File: src/design/pss_pkg.sv
`timescale 1ns / 1ps

package pss_pkg;

	// Field widths of one beat
	localparam int unsigned FUNC_W   = 1;
	localparam int unsigned PERIOD_W = 16;
	localparam int unsigned FIRE_W   = 10;
	localparam int unsigned COUNT_W  = 32;
	localparam int unsigned INDEX_W  = 4;
	localparam int unsigned STATUS_W = 2;

	// Count bits consumed by the modulo lanes per cycle
	localparam int unsigned DIGIT_W  = 2;
	localparam int unsigned STEPS    = COUNT_W / DIGIT_W;
	localparam int unsigned STEP_W   = $clog2(STEPS);

	// Operation codes
	localparam logic [FUNC_W-1:0] FUNC_TICK = 1'b0;
	localparam logic [FUNC_W-1:0] FUNC_ADD  = 1'b1;

	// Status codes
	localparam logic [STATUS_W-1:0] STAT_OK   = 2'd0;
	localparam logic [STATUS_W-1:0] STAT_FULL = 2'd1;
	localparam logic [STATUS_W-1:0] STAT_ZERO = 2'd2;

	typedef struct packed {
		logic [FUNC_W-1:0]   func;
		logic [PERIOD_W-1:0] period;
	} req_t;

	typedef struct packed {
		logic [FIRE_W-1:0]   fire_mask;
		logic [COUNT_W-1:0]  tick_count;
		logic [INDEX_W-1:0]  slot_index;
		logic [STATUS_W-1:0] status;
	} rsp_t;

	// Shared control for all modulo lanes
	typedef struct packed {
		logic               clear;
		logic               step;
		logic [DIGIT_W-1:0] bits;
	} lane_ctl_t;

endpackage

File: src/design/pss_req_if.sv
`timescale 1ns / 1ps

interface pss_req_if;
	logic          valid;
	logic          ready;
	pss_pkg::req_t data;

	modport source (output valid, output data, input ready);
	modport sink (input valid, input data, output ready);
endinterface

File: src/design/pss_rsp_if.sv
`timescale 1ns / 1ps

interface pss_rsp_if;
	logic          valid;
	logic          ready;
	pss_pkg::rsp_t data;

	modport source (output valid, output data, input ready);
	modport sink (input valid, input data, output ready);
endinterface

File: src/design/periodic_slot_scheduler.sv
`timescale 1ns / 1ps

// Periodic slot scheduler. An add beat claims the lowest free slot and
// answers once the done state hands it to the output register. A tick beat
// is taken and advances the count; then, in the calc state, every slot
// lane reduces the new count modulo its period two count bits per cycle (a
// restoring compare and subtract per bit); the done state forms the fire mask.
// One beat is worked on at a time; a finished result sits in the output
// register while the next beat is taken. Slots are never freed, and a zero
// period is rejected before the table-full check.
module periodic_slot_scheduler #(
	parameter int unsigned SLOT_COUNT = 10
) (
	input  logic        clk,
	input  logic        arst_n,
	pss_req_if.sink     req,
	pss_rsp_if.source   rsp
);

	localparam int unsigned SLOT_W = (SLOT_COUNT > 1) ? $clog2(SLOT_COUNT) : 1;
	localparam int unsigned PAD_W  =
		(SLOT_COUNT > pss_pkg::FIRE_W) ? SLOT_COUNT : pss_pkg::FIRE_W;
	localparam int unsigned CNT_W  = pss_pkg::COUNT_W;
	localparam int unsigned DIG_W  = pss_pkg::DIGIT_W;

	localparam logic [1:0] ST_IDLE = 2'd0;
	localparam logic [1:0] ST_CALC = 2'd1;
	localparam logic [1:0] ST_DONE = 2'd2;

	logic [1:0]                     state_q;
	logic [pss_pkg::STEP_W-1:0]     step_q;
	logic [CNT_W-1:0]               count_q;
	logic [CNT_W-1:0]               count_inc;
	logic [CNT_W-1:0]               shift_q;
	logic [SLOT_COUNT-1:0]          used_q;
	logic [SLOT_COUNT-1:0]          zero;
	logic [SLOT_COUNT-1:0]          wr_en;
	logic                           res_tick_q;
	logic [pss_pkg::INDEX_W-1:0]    res_index_q;
	logic [pss_pkg::STATUS_W-1:0]   res_status_q;
	logic                           rsp_valid_q;
	pss_pkg::rsp_t                  rsp_data_q;
	pss_pkg::lane_ctl_t             lane_ctl;
	logic                           take;
	logic                           take_add;
	logic                           add_ok;
	logic                           free_any;
	logic [SLOT_W-1:0]              free_idx;
	logic                           out_free;
	logic [PAD_W-1:0]               hit_pad;

	assign req.ready = (state_q == ST_IDLE);
	assign take      = req.valid && req.ready;
	assign take_add  = take && (req.data.func == pss_pkg::FUNC_ADD);
	assign add_ok    = take_add && (req.data.period != '0) && free_any;
	assign count_inc = count_q + CNT_W'(1);
	assign out_free  = !rsp_valid_q || rsp.ready;

	// Find the lowest free slot
	always_comb begin
		free_any = 1'b0;
		free_idx = '0;
		for (int i = SLOT_COUNT - 1; i >= 0; i--) begin
			if (!used_q[i]) begin
				free_any = 1'b1;
				free_idx = SLOT_W'(i);
			end
		end
	end

	// Drive shared lane control
	always_comb begin
		lane_ctl.clear = take && (req.data.func == pss_pkg::FUNC_TICK);
		lane_ctl.step  = (state_q == ST_CALC);
		lane_ctl.bits  = shift_q[CNT_W-1 -: DIG_W];
	end

	genvar g;
	generate
		for (g = 0; g < SLOT_COUNT; g++) begin : g_lane
			assign wr_en[g] = add_ok && (free_idx == SLOT_W'(g));

			pss_lane u_lane (
				.clk       (clk),
				.ctl       (lane_ctl),
				.wr_en     (wr_en[g]),
				.wr_period (req.data.period),
				.zero      (zero[g])
			);
		end
	endgenerate

	// Mark claimed slots
	always_ff @(posedge clk or negedge arst_n) begin
		if (!arst_n) begin
			used_q <= '0;
		end else begin
			used_q <= used_q | wr_en;
		end
	end

	// Sequence one beat: take, reduce (ticks only), hand to the output register
	always_ff @(posedge clk or negedge arst_n) begin
		if (!arst_n) begin
			state_q <= ST_IDLE;
			step_q  <= '0;
			count_q <= '0;
		end else begin
			case (state_q)
				ST_IDLE: begin
					if (take) begin
						step_q <= '0;
						if (req.data.func == pss_pkg::FUNC_TICK) begin
							count_q <= count_inc;
							state_q <= ST_CALC;
						end else begin
							state_q <= ST_DONE;
						end
					end
				end
				ST_CALC: begin
					step_q <= step_q + pss_pkg::STEP_W'(1);
					if (step_q == pss_pkg::STEP_W'(pss_pkg::STEPS - 1)) begin
						state_q <= ST_DONE;
					end
				end
				ST_DONE: begin
					if (out_free) begin
						state_q <= ST_IDLE;
					end
				end
				default: begin
					state_q <= ST_IDLE;
				end
			endcase
		end
	end

	// Load the count and shift it out a digit per cycle
	always_ff @(posedge clk) begin
		if (take) begin
			shift_q <= count_inc;
		end else if (state_q == ST_CALC) begin
			shift_q <= shift_q << DIG_W;
		end
	end

	// Hold the pending result of the beat in flight
	always_ff @(posedge clk) begin
		if (take) begin
			res_tick_q <= (req.data.func == pss_pkg::FUNC_TICK);
			if (req.data.func == pss_pkg::FUNC_TICK) begin
				res_index_q  <= '0;
				res_status_q <= pss_pkg::STAT_OK;
			end else if (req.data.period == '0) begin
				res_index_q  <= '0;
				res_status_q <= pss_pkg::STAT_ZERO;
			end else if (!free_any) begin
				res_index_q  <= '0;
				res_status_q <= pss_pkg::STAT_FULL;
			end else begin
				res_index_q  <= pss_pkg::INDEX_W'(free_idx);
				res_status_q <= pss_pkg::STAT_OK;
			end
		end
	end

	// Fire every claimed slot whose remainder is zero
	assign hit_pad = PAD_W'(used_q & zero);

	// Output register
	always_ff @(posedge clk or negedge arst_n) begin
		if (!arst_n) begin
			rsp_valid_q <= 1'b0;
		end else if (state_q == ST_DONE && out_free) begin
			rsp_valid_q <= 1'b1;
		end else if (rsp.ready) begin
			rsp_valid_q <= 1'b0;
		end
	end

	always_ff @(posedge clk) begin
		if (state_q == ST_DONE && out_free) begin
			rsp_data_q.fire_mask  <= res_tick_q ? hit_pad[pss_pkg::FIRE_W-1:0] : '0;
			rsp_data_q.tick_count <= count_q;
			rsp_data_q.slot_index <= res_index_q;
			rsp_data_q.status     <= res_status_q;
		end
	end

	assign rsp.valid = rsp_valid_q;
	assign rsp.data  = rsp_data_q;

endmodule

File: src/design/pss_lane.sv
`timescale 1ns / 1ps

// One slot: holds its period and reduces the tick count modulo that period,
// most significant digit first, with a restoring compare and subtract.
module pss_lane (
	input  logic                             clk,
	input  pss_pkg::lane_ctl_t               ctl,
	input  logic                             wr_en,
	input  logic [pss_pkg::PERIOD_W-1:0]     wr_period,
	output logic                             zero
);

	localparam int unsigned PER_W = pss_pkg::PERIOD_W;

	logic [PER_W-1:0] period_q;
	logic [PER_W-1:0] rem_q;
	logic [PER_W-1:0] rem_next;
	logic [PER_W:0]   shifted;

	// Store period on a claiming add
	always_ff @(posedge clk) begin
		if (wr_en) begin
			period_q <= wr_period;
		end
	end

	// Shift in one digit and reduce below the period
	always_comb begin
		rem_next = rem_q;
		shifted  = '0;
		for (int k = pss_pkg::DIGIT_W - 1; k >= 0; k--) begin
			shifted = {rem_next, ctl.bits[k]};
			if (shifted >= {1'b0, period_q}) begin
				rem_next = PER_W'(shifted - {1'b0, period_q});
			end else begin
				rem_next = shifted[PER_W-1:0];
			end
		end
	end

	// Advance remainder
	always_ff @(posedge clk) begin
		if (ctl.clear) begin
			rem_q <= '0;
		end else if (ctl.step) begin
			rem_q <= rem_next;
		end
	end

	assign zero = (rem_q == '0);

endmodule

File: src/flat_wrapper.sv
// flat-port wrapper written by rule: the top's interface ports become plain ports
module periodic_slot_scheduler_flat 
#(
	parameter int unsigned SLOT_COUNT = 10
)
  (clk, arst_n, req_valid, req_data, req_ready, rsp_valid, rsp_data, rsp_ready);
  pss_req_if req_i ();
  pss_rsp_if rsp_i ();
  input  logic clk;
  input  logic arst_n;
  input wire logic [$bits(req_i.valid)-1:0] req_valid;
  input wire logic [$bits(req_i.data)-1:0] req_data;
  output wire logic [$bits(req_i.ready)-1:0] req_ready;
  output wire logic [$bits(rsp_i.valid)-1:0] rsp_valid;
  output wire logic [$bits(rsp_i.data)-1:0] rsp_data;
  input wire logic [$bits(rsp_i.ready)-1:0] rsp_ready;
  assign req_i.valid = req_valid;
  assign req_i.data = req_data;
  assign req_ready = req_i.ready;
  assign rsp_valid = rsp_i.valid;
  assign rsp_data = rsp_i.data;
  assign rsp_i.ready = rsp_ready;
  periodic_slot_scheduler #(.SLOT_COUNT(SLOT_COUNT)) u_core (.clk(clk), .arst_n(arst_n), .req(req_i), .rsp(rsp_i));
endmodule
File: config.mk
export PLATFORM = sky130hd
export DESIGN_NAME = periodic_slot_scheduler_flat
export DESIGN_NICKNAME = d
export VERILOG_FILES = /design/src/design/pss_pkg.sv /design/src/design/pss_req_if.sv /design/src/design/pss_rsp_if.sv /design/src/design/periodic_slot_scheduler.sv /design/src/design/pss_lane.sv /design/src/flat_wrapper.sv
export SDC_FILE = /design/constraint.sdc
export NUM_CORES = 2
export LEC_CHECK = 0
export ABC_AREA = 1
export BUFFER_PORTS_ARGS = -buffer_cell sky130_fd_sc_hd__buf_2
export CELL_PAD_IN_SITES_DETAIL_PLACEMENT = 2
export CELL_PAD_IN_SITES_GLOBAL_PLACEMENT = 2
export CORE_AREA = 4 4 315 317
export DETAILED_ROUTE_END_ITERATION = 16
export DIE_AREA = 0 0 319 321
export HOLD_SLACK_MARGIN = 0.1
export PLACE_DENSITY = 0.85
export REMOVE_ABC_BUFFERS = 1
export SYNTH_ARGS = -nofsm -noshare
export SYNTH_HDL_FRONTEND = slang
export SYNTH_SLANG_ARGS = --single-unit
File: constraint.sdc
create_clock -name clk -period 11.4 [get_ports clk]
set_input_delay 3.42 -clock clk [delete_from_list [all_inputs] [get_ports clk]]
set_output_delay 3.42 -clock clk [all_outputs]
set_load 0.02 [all_outputs]
==> metrics.txt <==
Die Y-Extent=321 um; Pre-antenna DRT Iters=5; Total Wirelength=170,000 um; Reg clk slew, reported paths=0.07 ns; Net count, final=6,023; die width=319 um; Final Hold Fails=0; largest net degree at the start of global routing=164; Min Hold Slack=0.427 ns; Netlist cell types=49; GPL Wtd Cong=0.869; flops & latches, synth=456; max_cap viols=0; Primary FF master, synth=edfxtp_1; worst path required time=11.90 ns; clk_lat worst skew=0.64 ns; Startpoint Class=flop; Setup Buffers After CTS=0; crit end category=flop; Worst Path Max Fanout=27; Initial Util=0.397; starting DRC count in detailed routing=2,683; H-tree depth=2; Post-CTS Hold Buffers=0; hpwl dp=124,000 um; Post-Synthesis Cells=5,631; Synth Area per Inst=6.79 um^2; ys async rst share=0.107; # setup viols final=0; Syn-to-layout area delta=8.75%; initial antenna violation count=6; fin. max-slew vios=0; run status=complete, no violations; Tightest Pin Transition=1.15 ns; vias per cell=5.68; IO Count=71; core region area=0.0963 mm^2; Rows=114; TritonCTS clock tree=yes; Mapped Area=0.0382 mm^2; Max Fclk=155 MHz; clock buffer count from CTS=54; Port-buffer cells=70; WS Path Type=flop to flop; total track usage=0.323; post-route ant nets=0; Max clock buf depth=3; worst min path class=flop to flop; Ys Warns=0; Vias=39,700; Post-synth EDFFs=247; vias in the first global route=43,500; Avg WL per Cell=24.3 um; DRC violations left=0; RSZ-0062 raised after global routing=no; CTS Root Cell=clkbuf_16; Final Critical Period=6.44 ns; relative slew slack=0.235; layout cells sized above 1=0.0454; flop-to-flop setup slack=4.96 ns; sequential share of the synthesized area=0.310; Die ar.=0.102 mm^2; CTS resizes=0; Remaining Overflow, GRT=0; first-pass GRT wire length=262,000 um; Layout Skew=0.0245 ns; # clock sinks=456; crit path DAT=6.93 ns; FILL cells=11,700; crit share post-route=0.564
==> synthesized netlist by cell type, types with 10 or more instances <==
| cell type | instances | area share |
|---|---|---|
| nand2_1 | 1761 | 0.17 |
| inv_1 | 852 | 0.084 |
| nand3_1 | 577 | 0.076 |
| a21oi_1 | 410 | 0.054 |
| ha_1 | 322 | 0.11 |
| nor2_1 | 321 | 0.032 |
| edfxtp_1 | 247 | 0.19 |
| o21ai_0 | 219 | 0.029 |
| dfxtp_1 | 160 | 0.084 |
| xnor2_1 | 122 | 0.028 |
| xor2_1 | 109 | 0.025 |
| clkbuf_1 | 66 | 0.0065 |
| dfrtp_1 | 49 | 0.032 |
| nand4_1 | 49 | 0.0080 |
| nor3_1 | 45 | 0.0059 |
| buf_2 | 38 | 0.0050 |
| nor4_1 | 35 | 0.0057 |
| nand3b_1 | 33 | 0.0065 |
| a21o_1 | 22 | 0.0043 |
| fa_1 | 20 | 0.010 |
| or4_1 | 16 | 0.0031 |
| a31oi_1 | 15 | 0.0025 |
| nand2_2 | 14 | 0.0023 |
| and2_1 | 12 | 0.0020 |
| o21a_1 | 12 | 0.0024 |
| or2_2 | 12 | 0.0020 |
| nor2_2 | 11 | 0.0018 |
| o21bai_1 | 10 | 0.0020 |
==> registers in the layout, summed over array words and instances, names as in the netlist <==
register / cells
u_core.count_q: 32
u_core.g_lane.u_lane.period_q: 160
u_core.g_lane.u_lane.rem_q: 160
u_core.res_index_q: 4
u_core.res_status_q: 2
u_core.res_tick_q: 1
u_core.rsp.data: 48
u_core.rsp.valid: 1
u_core.shift_q: 32
u_core.state_q: 2
u_core.step_q: 4
u_core.used_q: 10
==> final cells by class <==
class,instances,area [um^2],area share
Antenna cell,6,15.0,0.000361
Clock buffer,67,1470,0.0354
Tap cell,1276,1600,0.0384
Clock inverter,34,248,0.00596
Multi-Input combinational cell,4195,22600,0.544
Timing Repair Buffer,93,536,0.0129
Inverter,860,3230,0.0778
Sequential cell,456,11800,0.285
==> kinds of logic (layout without fill, tap and decap cells) <==
logic type	after synthesis	in the layout	share of synthesized area
buf+inv	980	1054	0.0990
fa+ha+maj	342	342	0.116
compound gates	711	711	0.0979
simple gates	2911	2911	0.324
xor+xnor	231	231	0.0530
other cells	0	6	0
flops	456	456	0.310
==> final timing paths <==
kind	startpoint	depth (start not counted)	endpoint
min in group asynchronous	arst_n	2	u_core.count_q[25]
worst min register to register	u_core.res_status_q[0]	0	u_core.rsp.data[0]
max in group asynchronous	arst_n	2	u_core.count_q[3]
worst max register to register	u_core.shift_q[31]	22	u_core.g_lane[3].u_lane.rem_q[0]
worst min-delay path	u_core.res_status_q[0]	0	u_core.rsp.data[0]
worst max-delay path	u_core.shift_q[31]	22	u_core.g_lane[3].u_lane.rem_q[0]
==> cells in the final DEF, fill, tap and decap left out, drive strengths merged, types with 2 or more instances in the layout <==
cell	Yosys	layout
a31o	4	4
a21oi	412	412
buf	54	93
or2	13	13
xor2	109	109
a21boi	10	10
clkinvlp	0	6
nand4	50	50
dfrtp	49	49
dfxtp	160	160
edfxtp	247	247
o21bai	10	10
nor3	47	47
clkinv	0	23
diode	0	6
and2	12	12
o21a	12	12
nor2	337	337
nand3b	33	33
inv	860	864
fa	20	20
o21ai	223	223
xnor2	122	122
a31oi	15	15
a21o	22	22
and3	2	2
or4	16	16
ha	322	322
nand3	585	585
clkbuf	66	67
nand2	1779	1779
nor4	36	36
==> worst max-delay path, cell delays in order, from the launching register on <==
cell and delay [ns]:
edfxtp_1 0.41, inv_1 0.52, buf_4 0.35, ha_1 0.19, inv_1 0.11, nand3_1 0.11
nand3_1 0.18, nand3_1 0.18, nand2_1 0.56, o21ai_0 0.59, inv_1 0.14, ha_1 0.37
a21oi_1 0.28, o21ai_0 0.22, a21oi_1 0.20, nand2_1 0.17, nand2_1 0.11, nand2_1 0.11
nand2_1 0.62, nand2_4 0.31, nand2_1 0.13, nand3_1 0.08, a21oi_1 0.33
==> metrics by stage <==
| stage | worst slack, ns | utilization | cell area (um^2) | instances | setup TNS (ns) |
|---|---|---|---|---|---|
| 2_1_floorplan | -1.02 | - | 37700 | 5511 | -8.88 |
| 5_1_grt | 4.68 | 0.431 | 41500 | 6984 | 0 |
| 3_5_place_dp | 5.07 | 0.414 | 39800 | 6880 | 0 |
| 3_3_place_gp | 5.43 | 0.414 | 39800 | 6880 | 0 |
| 4_1_cts | 5.19 | 0.431 | 41500 | 6981 | 0 |
| 6_report | 4.96 | 0.432 | 41500 | 6987 | 0 |
==> routing by layer <==
| metal | up-vias | part of all wire | GRT usage | wire length [um] |
|---|---|---|---|---|
| met3 | 453 | 0.050 | 0.0400 | 8400 |
| met2 | 1200 | 0.47 | 0.552 | 80000 |
| li1 | 18400 | - | - | - |
| met5 | - | 0 | 0 | 0 |
| met4 | 0 | 0.059 | 0.162 | 9950 |
| met1 | 19700 | 0.42 | 0.402 | 71200 |
Power is not shown: default switching activity piles up to over one toggle a cycle in this logic, so the estimate is an artifact.
